## config.mk

```make
export PLATFORM = sky130hd
export DESIGN_NAME = cookie_header_validator
export DESIGN_NICKNAME = d
export VERILOG_FILES = /design/src/rtl/chv_pkg.sv /design/src/rtl/cookie_header_validator.sv
export SDC_FILE = /design/constraint.sdc
export NUM_CORES = 1
export LEC_CHECK = 0
export ABC_AREA = 1
export BUFFER_PORTS_ARGS = -buffer_cell sky130_fd_sc_hd__buf_4
export CAP_MARGIN = 0
export CORE_ASPECT_RATIO = 0.5
export CORE_MARGIN = 3
export CORE_UTILIZATION = 45
export CTS_CLUSTER_DIAMETER = 80
export CTS_CLUSTER_SIZE = 16
export DETAILED_ROUTE_END_ITERATION = 16
export SKIP_LAST_GASP = 1
export SLEW_MARGIN = 25
export SYNTH_ARGS = -nofsm -noshare
export SYNTH_HDL_FRONTEND = slang
export SYNTH_SLANG_ARGS = --single-unit
```

## constraint.sdc

```tcl
create_clock -name aclk -period 4.3 [get_ports aclk]
set_clock_uncertainty 0.05 [all_clocks]
set_input_delay 0.86 -clock aclk [delete_from_list [all_inputs] [get_ports aclk]]
set_output_delay 0.86 -clock aclk [all_outputs]
set_load 0.02 [all_outputs]
```

## src/rtl/chv_pkg.sv

```systemverilog
// Shared types, constants and character-class functions for the cookie header validator.
// Depends on nothing; used by rtl/cookie_header_validator.sv.

package chv_pkg;

    // Counter and register widths
    localparam int LEN_BITS   = 16;
    localparam int TEXT_BITS  = 17;
    localparam int PAIR_BITS  = 16;
    localparam int CFG_BITS   = 16;
    localparam int BYTE_BITS  = 8;
    localparam int CIDX_BITS  = 2;
    localparam int STAT_BITS  = 2;
    localparam int OUT_BITS   = 24;

    typedef logic [LEN_BITS-1:0]  len_t;
    typedef logic [TEXT_BITS-1:0] text_len_t;
    typedef logic [PAIR_BITS-1:0] pair_cnt_t;
    typedef logic [CFG_BITS-1:0]  cfg_val_t;
    typedef logic [BYTE_BITS-1:0] byte_t;
    typedef logic [CIDX_BITS-1:0] cfg_idx_t;

    // Configuration register indexes
    localparam cfg_idx_t REG_MAX_TOTAL = 2'd0;
    localparam cfg_idx_t REG_MAX_PAIRS = 2'd1;
    localparam cfg_idx_t REG_MAX_NAME  = 2'd2;
    localparam cfg_idx_t REG_MAX_VALUE = 2'd3;

    // Parse phase, one-hot
    typedef enum logic [3:0] {
        PH_LEAD  = 4'b0001,  // blanks before a name
        PH_NAME  = 4'b0010,  // inside the name
        PH_VLEAD = 4'b0100,  // after '=', before the first value byte
        PH_VALUE = 4'b1000   // inside the value
    } phase_t;

    // Sticky error code of the text under way
    typedef enum logic [1:0] {
        ERR_NONE       = 2'd0,
        ERR_SYNTAX     = 2'd1,
        ERR_LIMIT      = 2'd2,
        ERR_LIMIT_SEMI = 2'd3   // limit hit on a pair closed by ';', pending trailing check
    } err_t;

    // Result status codes
    typedef enum logic [STAT_BITS-1:0] {
        ST_VALID  = 2'd0,
        ST_SYNTAX = 2'd1,
        ST_LIMIT  = 2'd2,
        ST_RSVD   = 2'd3
    } status_t;

    // Characters
    localparam byte_t CH_SPACE = 8'h20;
    localparam byte_t CH_TAB   = 8'h09;
    localparam byte_t CH_SEMI  = 8'h3B;
    localparam byte_t CH_EQ    = 8'h3D;
    localparam byte_t CH_QUOTE = 8'h22;

    function automatic logic is_blank(input byte_t c);
        return (c == CH_SPACE) || (c == CH_TAB);
    endfunction

    // Cookie-octet: printable ASCII without blank, quote, comma, semicolon, backslash
    function automatic logic is_octet(input byte_t c);
        return (c == 8'h21) ||
               (c >= 8'h23 && c <= 8'h2B) ||
               (c >= 8'h2D && c <= 8'h3A) ||
               (c >= 8'h3C && c <= 8'h5B) ||
               (c >= 8'h5D && c <= 8'h7E);
    endfunction

    // HTTP token character
    function automatic logic is_tchar(input byte_t c);
        logic alnum;
        logic punct;
        alnum = (c >= 8'h30 && c <= 8'h39) || (c >= 8'h61 && c <= 8'h7A) ||
                (c >= 8'h41 && c <= 8'h5A);
        punct = (c == 8'h21) || (c == 8'h23) || (c == 8'h24) || (c == 8'h25) ||
                (c == 8'h26) || (c == 8'h27) || (c == 8'h2A) || (c == 8'h2B) ||
                (c == 8'h2D) || (c == 8'h2E) || (c == 8'h5E) || (c == 8'h5F) ||
                (c == 8'h60) || (c == 8'h7C) || (c == 8'h7E);
        return alnum || punct;
    endfunction

endpackage

```

## src/rtl/cookie_header_validator.sv

```systemverilog
// Top level of the cookie header validator: input register, per-byte parser, result register.
// Depends on rtl/chv_pkg.sv.

// Streams the bytes of a Cookie header value one item per clock, save for the tlast stall below,
// and gives one verdict item (status and pair count) on the item that carries tlast. Each item
// takes the single parser update between the input register and the result register; an
// accepted tlast item passes through both registers in that order. Input items are taken while
// a result still waits, except that a tlast item holds in the input register until the result
// register is free. An item with tuser low and tlast low is ignored. Limits must be written
// on the cfg port only while no text is in flight (not enforced here); 0 disables a limit.

module cookie_header_validator (
    input  logic        aclk,
    input  logic        aresetn,
    // input stream
    input  logic        s_tvalid,
    output logic        s_tready,
    input  logic [7:0]  s_tdata,   // [7:0] text_byte
    input  logic [0:0]  s_tuser,   // [0] has_byte
    input  logic        s_tlast,   // end_of_text
    // result stream
    output logic        m_tvalid,
    input  logic        m_tready,
    output logic [23:0] m_tdata,   // [1:0] status, [17:2] pair_count, [23:18] zero
    // configuration writes
    input  logic        cfg_valid,
    output logic        cfg_ready,
    input  logic [1:0]  cfg_index,
    input  logic [15:0] cfg_data
);

    // Configuration registers
    chv_pkg::cfg_val_t max_total_reg;
    chv_pkg::cfg_val_t max_pairs_reg;
    chv_pkg::cfg_val_t max_name_reg;
    chv_pkg::cfg_val_t max_value_reg;

    // Input register
    logic               in_valid_reg;
    chv_pkg::byte_t     in_byte_reg;
    logic               in_has_reg;
    logic               in_eot_reg;

    // Parser state
    chv_pkg::phase_t    phase_reg, phase_next;
    chv_pkg::len_t      name_len_reg, name_len_next;
    chv_pkg::len_t      value_len_reg, value_len_next;
    logic               pend_blank_reg, pend_blank_next;
    logic               open_quote_reg, open_quote_next;
    logic               last_quote_reg, last_quote_next;
    chv_pkg::text_len_t text_len_reg, text_len_next;
    chv_pkg::pair_cnt_t pairs_reg, pairs_next;
    chv_pkg::err_t      err_reg, err_next;

    // Result register
    logic               m_valid_reg;
    chv_pkg::status_t   m_status_reg;
    chv_pkg::pair_cnt_t m_pairs_reg;

    // Working values of the parser update
    logic               consume;
    logic               close_semi;
    logic               do_close;
    chv_pkg::status_t   status_c;
    chv_pkg::pair_cnt_t res_pairs_c;

    // Move the held item through the parser unless it needs a busy result register
    assign consume   = in_valid_reg && (!in_eot_reg || !m_valid_reg || m_tready);
    assign s_tready  = !in_valid_reg || consume;
    assign cfg_ready = 1'b1;

    assign m_tvalid = m_valid_reg;
    assign m_tdata  = {6'd0, m_pairs_reg, m_status_reg};

    // Configuration writes
    always_ff @(posedge aclk) begin
        if (!aresetn) begin
            max_total_reg <= '0;
            max_pairs_reg <= '0;
            max_name_reg  <= '0;
            max_value_reg <= '0;
        end else if (cfg_valid && cfg_ready) begin
            unique case (cfg_index)
                chv_pkg::REG_MAX_TOTAL: max_total_reg <= cfg_data;
                chv_pkg::REG_MAX_PAIRS: max_pairs_reg <= cfg_data;
                chv_pkg::REG_MAX_NAME:  max_name_reg  <= cfg_data;
                chv_pkg::REG_MAX_VALUE: max_value_reg <= cfg_data;
                default: ;
            endcase
        end
    end

    // Capture an item into the input register
    always_ff @(posedge aclk) begin
        if (!aresetn) begin
            in_valid_reg <= 1'b0;
        end else if (s_tready) begin
            in_valid_reg <= s_tvalid;
        end
    end

    always_ff @(posedge aclk) begin
        if (s_tvalid && s_tready) begin
            in_byte_reg <= s_tdata;
            in_has_reg  <= s_tuser[0];
            in_eot_reg  <= s_tlast;
        end
    end

    // Parser update for one item
    always_comb begin
        phase_next      = phase_reg;
        name_len_next   = name_len_reg;
        value_len_next  = value_len_reg;
        pend_blank_next = pend_blank_reg;
        open_quote_next = open_quote_reg;
        last_quote_next = last_quote_reg;
        text_len_next   = text_len_reg;
        pairs_next      = pairs_reg;
        err_next        = err_reg;
        close_semi      = 1'b0;
        do_close        = 1'b0;
        status_c        = chv_pkg::ST_VALID;
        res_pairs_c     = '0;

        // Take the byte
        if (in_has_reg) begin
            if (text_len_next != '1) begin
                text_len_next = text_len_next + chv_pkg::text_len_t'(1);
            end
            if (chv_pkg::is_blank(in_byte_reg)) begin
                if (phase_next == chv_pkg::PH_NAME || phase_next == chv_pkg::PH_VALUE) begin
                    pend_blank_next = 1'b1;
                end
            end else begin
                // a limit error stays a limit error once a new pair starts
                if (phase_next == chv_pkg::PH_LEAD && err_next == chv_pkg::ERR_LIMIT_SEMI) begin
                    err_next = chv_pkg::ERR_LIMIT;
                end
                if (in_byte_reg == chv_pkg::CH_SEMI) begin
                    if (phase_next == chv_pkg::PH_LEAD) begin
                        if (err_next == chv_pkg::ERR_NONE) err_next = chv_pkg::ERR_SYNTAX;
                    end else if (phase_next == chv_pkg::PH_NAME) begin
                        if (err_next == chv_pkg::ERR_NONE) err_next = chv_pkg::ERR_SYNTAX;
                        name_len_next   = '0;
                        value_len_next  = '0;
                        pend_blank_next = 1'b0;
                        open_quote_next = 1'b0;
                        last_quote_next = 1'b0;
                        phase_next      = chv_pkg::PH_LEAD;
                    end else begin
                        close_semi = 1'b1;
                    end
                end else if (phase_next == chv_pkg::PH_LEAD &&
                             in_byte_reg == chv_pkg::CH_EQ) begin
                    // empty name
                    if (err_next == chv_pkg::ERR_NONE) err_next = chv_pkg::ERR_SYNTAX;
                    phase_next = chv_pkg::PH_VLEAD;
                end else if (phase_next == chv_pkg::PH_NAME &&
                             in_byte_reg == chv_pkg::CH_EQ) begin
                    pend_blank_next = 1'b0;
                    phase_next      = chv_pkg::PH_VLEAD;
                end else if (phase_next == chv_pkg::PH_LEAD ||
                             phase_next == chv_pkg::PH_NAME) begin
                    // name byte
                    phase_next = chv_pkg::PH_NAME;
                    if (pend_blank_next || !chv_pkg::is_tchar(in_byte_reg)) begin
                        if (err_next == chv_pkg::ERR_NONE) err_next = chv_pkg::ERR_SYNTAX;
                    end
                    if (name_len_next != '1) begin
                        name_len_next = name_len_next + chv_pkg::len_t'(1);
                    end
                end else begin
                    // value byte
                    phase_next = chv_pkg::PH_VALUE;
                    if (pend_blank_next && err_next == chv_pkg::ERR_NONE) begin
                        err_next = chv_pkg::ERR_SYNTAX;
                    end
                    if (value_len_next == '0) begin
                        open_quote_next = (in_byte_reg == chv_pkg::CH_QUOTE);
                        if (!open_quote_next && !chv_pkg::is_octet(in_byte_reg) &&
                            err_next == chv_pkg::ERR_NONE) begin
                            err_next = chv_pkg::ERR_SYNTAX;
                        end
                    end else begin
                        if ((last_quote_next || (in_byte_reg != chv_pkg::CH_QUOTE &&
                             !chv_pkg::is_octet(in_byte_reg))) &&
                            err_next == chv_pkg::ERR_NONE) begin
                            err_next = chv_pkg::ERR_SYNTAX;
                        end
                        last_quote_next = (in_byte_reg == chv_pkg::CH_QUOTE);
                    end
                    if (value_len_next != '1) begin
                        value_len_next = value_len_next + chv_pkg::len_t'(1);
                    end
                end
            end
        end

        // Close a pair on ';' or at the end of the text
        do_close = close_semi || (in_eot_reg && (phase_next == chv_pkg::PH_VLEAD ||
                                                 phase_next == chv_pkg::PH_VALUE));
        if (do_close) begin
            if (open_quote_next != last_quote_next && err_next == chv_pkg::ERR_NONE) begin
                err_next = chv_pkg::ERR_SYNTAX;
            end
            if (err_next == chv_pkg::ERR_NONE &&
                ((max_pairs_reg != '0 && pairs_next >= max_pairs_reg) ||
                 (max_name_reg != '0 && name_len_next > max_name_reg) ||
                 (max_value_reg != '0 && value_len_next > max_value_reg))) begin
                err_next = close_semi ? chv_pkg::ERR_LIMIT_SEMI : chv_pkg::ERR_LIMIT;
            end
            if (pairs_next != '1) begin
                pairs_next = pairs_next + chv_pkg::pair_cnt_t'(1);
            end
            name_len_next   = '0;
            value_len_next  = '0;
            pend_blank_next = 1'b0;
            open_quote_next = 1'b0;
            last_quote_next = 1'b0;
            phase_next      = chv_pkg::PH_LEAD;
        end
        if (in_eot_reg && (close_semi || !do_close)) begin
            // blank-only text, trailing ';' or unfinished name
            if (phase_next == chv_pkg::PH_LEAD) begin
                if (text_len_next != '0 && (err_next == chv_pkg::ERR_NONE ||
                                            err_next == chv_pkg::ERR_LIMIT_SEMI)) begin
                    err_next = chv_pkg::ERR_SYNTAX;
                end
            end else if (err_next == chv_pkg::ERR_NONE) begin
                err_next = chv_pkg::ERR_SYNTAX;
            end
        end

        // Verdict
        if (max_total_reg != '0 && text_len_next > {1'b0, max_total_reg}) begin
            status_c = chv_pkg::ST_LIMIT;
        end else begin
            unique case (err_next)
                chv_pkg::ERR_NONE:       status_c = chv_pkg::ST_VALID;
                chv_pkg::ERR_SYNTAX:     status_c = chv_pkg::ST_SYNTAX;
                chv_pkg::ERR_LIMIT:      status_c = chv_pkg::ST_LIMIT;
                chv_pkg::ERR_LIMIT_SEMI: status_c = chv_pkg::ST_SYNTAX;
                default:                 status_c = chv_pkg::ST_SYNTAX;
            endcase
        end
        res_pairs_c = (status_c == chv_pkg::ST_VALID) ? pairs_next : '0;

        // Start over after the verdict
        if (in_eot_reg) begin
            name_len_next   = '0;
            value_len_next  = '0;
            pend_blank_next = 1'b0;
            open_quote_next = 1'b0;
            last_quote_next = 1'b0;
            phase_next      = chv_pkg::PH_LEAD;
            text_len_next   = '0;
            pairs_next      = '0;
            err_next        = chv_pkg::ERR_NONE;
        end
    end

    // Advance parser state
    always_ff @(posedge aclk) begin
        if (!aresetn) begin
            phase_reg      <= chv_pkg::PH_LEAD;
            name_len_reg   <= '0;
            value_len_reg  <= '0;
            pend_blank_reg <= 1'b0;
            open_quote_reg <= 1'b0;
            last_quote_reg <= 1'b0;
            text_len_reg   <= '0;
            pairs_reg      <= '0;
            err_reg        <= chv_pkg::ERR_NONE;
        end else if (consume) begin
            phase_reg      <= phase_next;
            name_len_reg   <= name_len_next;
            value_len_reg  <= value_len_next;
            pend_blank_reg <= pend_blank_next;
            open_quote_reg <= open_quote_next;
            last_quote_reg <= last_quote_next;
            text_len_reg   <= text_len_next;
            pairs_reg      <= pairs_next;
            err_reg        <= err_next;
        end
    end

    // Hold the result until taken
    always_ff @(posedge aclk) begin
        if (!aresetn) begin
            m_valid_reg <= 1'b0;
        end else if (consume && in_eot_reg) begin
            m_valid_reg <= 1'b1;
        end else if (m_tready) begin
            m_valid_reg <= 1'b0;
        end
    end

    always_ff @(posedge aclk) begin
        if (consume && in_eot_reg) begin
            m_status_reg <= status_c;
            m_pairs_reg  <= res_pairs_c;
        end
    end

    // Parser state is cleared after every verdict
    a_clear_after_result: assert property (@(posedge aclk) disable iff (!aresetn)
        consume && in_eot_reg |=> text_len_reg == '0 && pairs_reg == '0 &&
                                  err_reg == chv_pkg::ERR_NONE)
        else $error("parser state not cleared after result");

    // Pending semicolon limit error only exists between pairs
    a_semi_err_lead: assert property (@(posedge aclk) disable iff (!aresetn)
        err_reg == chv_pkg::ERR_LIMIT_SEMI |-> phase_reg == chv_pkg::PH_LEAD)
        else $error("pending limit error outside leading phase");

    // A failed text reports no pairs
    a_fail_no_pairs: assert property (@(posedge aclk) disable iff (!aresetn)
        m_valid_reg && m_status_reg != chv_pkg::ST_VALID |-> m_pairs_reg == '0)
        else $error("pair count reported on failed text");

    // A held result is never overwritten
    a_no_overwrite: assert property (@(posedge aclk) disable iff (!aresetn)
        m_valid_reg && !m_tready |-> !(consume && in_eot_reg))
        else $error("result overwritten while stalled");

endmodule
```

==> flow_summary.json, run 1 <==
{
  "die_area_mm2": 0.0268,
  "area_growth_syn_to_layout_pct": 25.6,
  "finalHoldViolations": 0,
  "numPortBuffers": 52,
  "worst_pin_slew_ns": 0.920,
  "cp-end-kind": "flop",
  "critPathMostFrequentCell": "nand2_1",
  "whs_path_depth": 2,
  "ctsLongestPathBuffers": 2,
  "grt_antenna_before_repair": 0,
  "slew_headroom_pct": 38.5,
  "largest_register_ffs": 17,
  "arrival_ns": 4.46,
  "drv_cap": 0,
  "crit_path_max_incr_delay_ns": 0.44,
  "yosysWarnings": 0,
  "drtIter0Drc": 818,
  "ys_async_sr_fraction_pct": 0,
  "setup_tns_ns": -0.0357,
  "cts_tree": "done",
  "drive_gt1_share_pct": 22.5,
  "routed_wl_um": 32900,
  "syn_area_mm2": 0.0111,
  "insertion_delay_ns": 0.46,
  "required_ns": 4.45,
  "worst_ir_drop_vdd_uv": 226,
  "core_area_mm2": 0.0242,
  "antenna_cells": 0,
  "post-place-ws_ns": -0.260,
  "yosys.cell_types.count": 55,
  "grt_pass1_vias": 10100,
  "cts_made_buffers": 17,
  "wl_per_cell_um": 15.5,
  "yosysSeqAreaShare_pct": 32.7,
  "startpoint_type": "flop",
  "viasPerCell": 5.26,
  "p_leak_uw": 0.00598,
  "mostFrequentLayoutCells": "nand2_1 (363), inv_1 (204), buf_4 (172)",
  "grt_usage_pct": 23.9,
  "ant_nets": 0,
  "setup_slack_ns": -0.0117,
  "dp_cells": 2064,
  "period_share_pct": 100,
  "max_freq_mhz": 232,
  "vias": 11200,
  "ys_top_cells_by_area": "dfxtp_1 (25%), nand2_1 (13%), ha_1 (8.0%), a21oi_1 (7.9%), edfxtp_1 (7.5%)",
  "die_w_um": 228,
  "drc": 0,
  "reg2regPathDepth": 33,
  "start_util_pct": 46.1,
  "rows": 40,
  "cts.clk_slew.worst_paths_ns": 0.07,
  "synth-edff-count": 28,
  "cts_sinks": 168,
  "netlist_instances": 1634,
  "cts.root.buffer_cell": "clkbuf_16",
  "synth_top_flop_cell": "dfxtp_1",
  "criticalPathCategory": "reg -> reg",
  "hold_ws_ns": 0.435,
  "final_nets": 1883,
  "ys_seq_elements": 168,
  "power_density_mw_per_mm2": 286,
  "cp_max_fo": 8,
  "status": "complete, but fails checks",
  "grt-ovfl-total": 0,
  "grt_max_degree": 75,
  "firstDrtPassIters": 5,
  "layout_commonest_cell": "nand2_1",
  "finalNonFillerCells": 2128,
  "grt_pass1_wl_um": 51400,
  "place_congestion": 0.930,
  "min_path_type": "reg -> reg",
  "cts_hold_buf": 0,
  "period_minus_slack_ns": 4.31,
  "slowest_stage": "edfxtp_1",
  "ios": 60,
  "die_h_um": 117,
  "total_power_uw": 4000,
  "yosysTopAreaCellShare_pct": 25.2,
  "grt_setup_unrepaired": "yes",
  "place_hpwl_um": 23600,
  "yosysTopAreaCell": "dfxtp_1",
  "finalSetupViolations": 7,
  "avgSynthCellArea_um2": 6.82,
  "slew_viol_final": 0,
  "violations": "setup timing",
  "htreeDepth": 4
}
what timing repair did:
item,CTS,global route
endpoints found under the setup margin,18,19
endpoints found under the hold margin,0,0
gates resized for setup,43,151
buffers inserted,9,23
pin swaps,8,64
cloned,1,0
layer usage:
layer	track usage (%)	wire, um	up-vias
met5	0	0	-
met4	6.80	477	0
met3	3.63	1650	33
met2	38.7	14900	290
met1	33.4	15900	5172
li1	-	-	5703
cell type report:
class                      count  area (um2)
timing repair buffer         187        1500
clock inverter                14         131
sequential                   168        3650
inverter                     231         885
tap                          336         420
multi-input combinational   1174        6960
fill                        2267       10200
clock buffer                  18         439
cells by family (layout without fill, tap and decap cells):
group	after synthesis	count (layout)	synth area share [%]
xor+xnor	17	17	1.34
other cells	2	7	0.0674
simple gates	725	725	30.3
fa+ha+maj	71	71	7.98
flops	168	168	32.7
compound gates	354	354	17.0
buf+inv	297	450	10.6
cell usage after synthesis (all sizes together) (3+ instances only):
cell / n
a21oi: 176
buf: 19
clkbuf: 47
dfxtp: 140
edfxtp: 28
ha: 71
inv: 230
nand2: 392
nand3: 133
nand3b: 3
nand4: 25
nor2: 120
nor3: 25
nor4: 22
o211ai: 10
o21ai: 146
o22ai: 5
o31ai: 5
or2: 3
xor2: 15
metrics by stage:
| stage | util (%) | instance area (um2) |
|---|---|---|
| floorplan | - | 11200 |
| global placement | 51.6 | 12500 |
| detailed placement | 51.6 | 12500 |
| CTS | 54.9 | 13300 |
| global route | 57.9 | 14000 |
| finish | 57.9 | 14000 |
worst max-delay path: cells and delay by family (launching register included):
kind            cells  cell delay (ns)
buf+inv             6             0.67
compound gates      3             0.49
flops               1             0.44
simple gates       22             1.80
fa+ha+maj           2             0.56
report_power, final:
group	total, uW	leakage (uW)	switching (uW)	internal (uW)
clock network	1540	0.000280	756	783
logic	772	0.00430	481	291
registers	1690	0.00140	38.9	1650
path summary, 6_finish.rpt:
kind                         end  slack (ns)      startpoint
setup / recovery  m_pairs_reg[1]       -0.01  in_byte_reg[3]
hold / removal    open_quote_reg        0.43  open_quote_reg
setup reg to reg  m_pairs_reg[1]       -0.01  in_byte_reg[3]
hold reg to reg   open_quote_reg        0.43  open_quote_reg
Note: power is estimated with default switching activity, not from simulation.
==> run 2: changes to the inputs <==
--- a/config.mk
+++ b/config.mk
@@ -14,6 +14,7 @@
 export CTS_CLUSTER_DIAMETER = 80
 export CTS_CLUSTER_SIZE = 16
 export DETAILED_ROUTE_END_ITERATION = 16
+export MAX_ROUTING_LAYER = met4
 export SKIP_LAST_GASP = 1
 export SLEW_MARGIN = 25
 export SYNTH_ARGS = -nofsm -noshare
==> run 2 against run 1 <==
Net effect:
- the flow still finishes with violations (setup timing)
- critical endpoint is now m_pairs_reg[5]
- fmax down 1.1%
- die area unchanged
- register-to-register slack worse by 0.05 ns
- first-iteration DRC count up 4.3%
- global-route usage up 0.73 points
- clock power about the same
- critical path depth down 1
- worst setup slack worse by 0.047 ns
==> flow_summary.json, run 2 (synthesis gave the netlist of run 1 again) <==
{
  "die_w_um": 228,
  "worst_pin_slew_ns": 0.965,
  "die_area_mm2": 0.0268,
  "drv_cap": 0,
  "cts_made_buffers": 17,
  "ant_nets": 0,
  "area_growth_syn_to_layout_pct": 25.8,
  "slew_viol_final": 0,
  "finalSetupViolations": 16,
  "insertion_delay_ns": 0.45,
  "hold_ws_ns": 0.426,
  "worst_ir_drop_vdd_uv": 211,
  "finalHoldViolations": 0,
  "grt_usage_pct": 24.6,
  "slew_headroom_pct": 35.5,
  "cts_tree": "done",
  "slowest_stage": "edfxtp_1",
  "ios": 60,
  "drive_gt1_share_pct": 22.5,
  "core_area_mm2": 0.0242,
  "cts_hold_buf": 0,
  "routed_wl_um": 32800,
  "layout_commonest_cell": "nand2_1",
  "place_hpwl_um": 23600,
  "critPathTopFamily": "buffers and inverters",
  "cp_max_fo": 8,
  "finalNonFillerCells": 2143,
  "cts.root.buffer_cell": "clkbuf_16",
  "cts.clk_slew.worst_paths_ns": 0.07,
  "setup_tns_ns": -0.742,
  "cp-end-kind": "flop",
  "antenna_cells": 0,
  "crit_path_max_incr_delay_ns": 0.48,
  "total_power_uw": 3990,
  "drtIter0Drc": 853,
  "numPortBuffers": 52,
  "max_freq_mhz": 229,
  "grt_antenna_before_repair": 0,
  "htreeDepth": 4,
  "vias": 11200,
  "cts_sinks": 168,
  "min_path_type": "reg -> reg",
  "critPathMostFrequentCell": "buf_4",
  "final_nets": 1898,
  "startpoint_type": "flop",
  "die_h_um": 117,
  "violations": "setup timing",
  "grt_pass1_wl_um": 51300,
  "grt_setup_unrepaired": "yes",
  "utilization_pct": 57.9,
  "hold_start": "max_name_reg[14]",
  "dp_cells": 2067,
  "firstDrtPassIters": 5,
  "viasPerCell": 5.24,
  "largest_register_ffs": 17,
  "mostFrequentLayoutCells": "nand2_1 (359), inv_1 (204), buf_4 (193)",
  "rows": 40,
  "ctsLongestPathBuffers": 2,
  "period_share_pct": 101,
  "grt-ovfl-total": 0,
  "grt_max_degree": 68,
  "drc": 0,
  "crit_path_start": "in_byte_reg[3]",
  "grt_pass1_vias": 10100,
  "arrival_ns": 4.50,
  "r2r-start": "in_byte_reg[3]",
  "status": "complete, but fails checks",
  "power_density_mw_per_mm2": 285,
  "fillers": 2244,
  "criticalPathCategory": "reg -> reg",
  "place_congestion": 0.951,
  "crit_buf_inv": 14,
  "p_leak_uw": 0.00599,
  "period_minus_slack_ns": 4.36,
  "required_ns": 4.44,
  "setup_slack_ns": -0.0584,
  "start_util_pct": 46.1,
  "wl_per_cell_um": 15.3
}
[run 2: final cells by class]
cell class / count / area (um2) / area share, %
clock inverters: 13 / 136 / 0.974
flip-flops and latches: 168 / 3650 / 26.1
well taps: 336 / 420 / 3.00
inverters: 231 / 885 / 6.32
repair buffers: 202 / 1580 / 11.3
multi-input cells: 1174 / 6900 / 49.3
clock buffers: 19 / 433 / 3.09
[run 2: per-stage QoR]
step | cell area [um2] | worst slack (ns)
3_5_place_dp | 12500 | -0.267
3_3_place_gp | 12500 | -0.201
5_1_grt | 14000 | -0.318
6_report | 14000 | -0.0584
2_1_floorplan | 11200 | 0.158
4_1_cts | 13300 | -0.000707
[run 2: path summary, 6_finish.rpt]
| kind | to | slack (ns) | depth (start not counted) |
|---|---|---|---|
| max | m_pairs_reg[5] | -0.06 | 32 |
| min | max_name_reg[14] | 0.43 | 2 |
| max reg2reg | m_pairs_reg[5] | -0.06 | 32 |
| min reg2reg | max_name_reg[14] | 0.43 | 2 |
[run 2: worst min-delay path, stage by stage (launching register included)]
cell,delay (ns)
dfxtp_1,0.31
inv_1,0.07
a21oi_1,0.06
[run 2: what timing repair did]
| action | CTS | global route |
|---|---|---|
| buffers inserted | 12 | 31 |
| gates resized for setup | 35 | 145 |
| gates cloned | 1 | 0 |
| setup endpoints to repair | 19 | 19 |
| pin swaps | 5 | 54 |
[run 2: routing by layer]
metal / GRT usage (%) / wire [um] / part of all wire [%] / up-vias
met3: 5.34 / 1970 / 6.0 / 32
met2: 38.6 / 14600 / 45 / 285
met5: - / 0 / 0 / -
met1: 32.9 / 15800 / 48 / 5182
met4: 5.08 / 398 / 1.2 / 0
li1: - / - / - / 5729
[run 2: report_power, final]
part | internal [uW] | switching, uW | total (uW) | leakage [uW]
Combinational | 295 | 475 | 770 | 0.00431
Sequential | 1650 | 38.6 | 1690 | 0.00140
Clock | 818 | 717 | 1540 | 0.000277
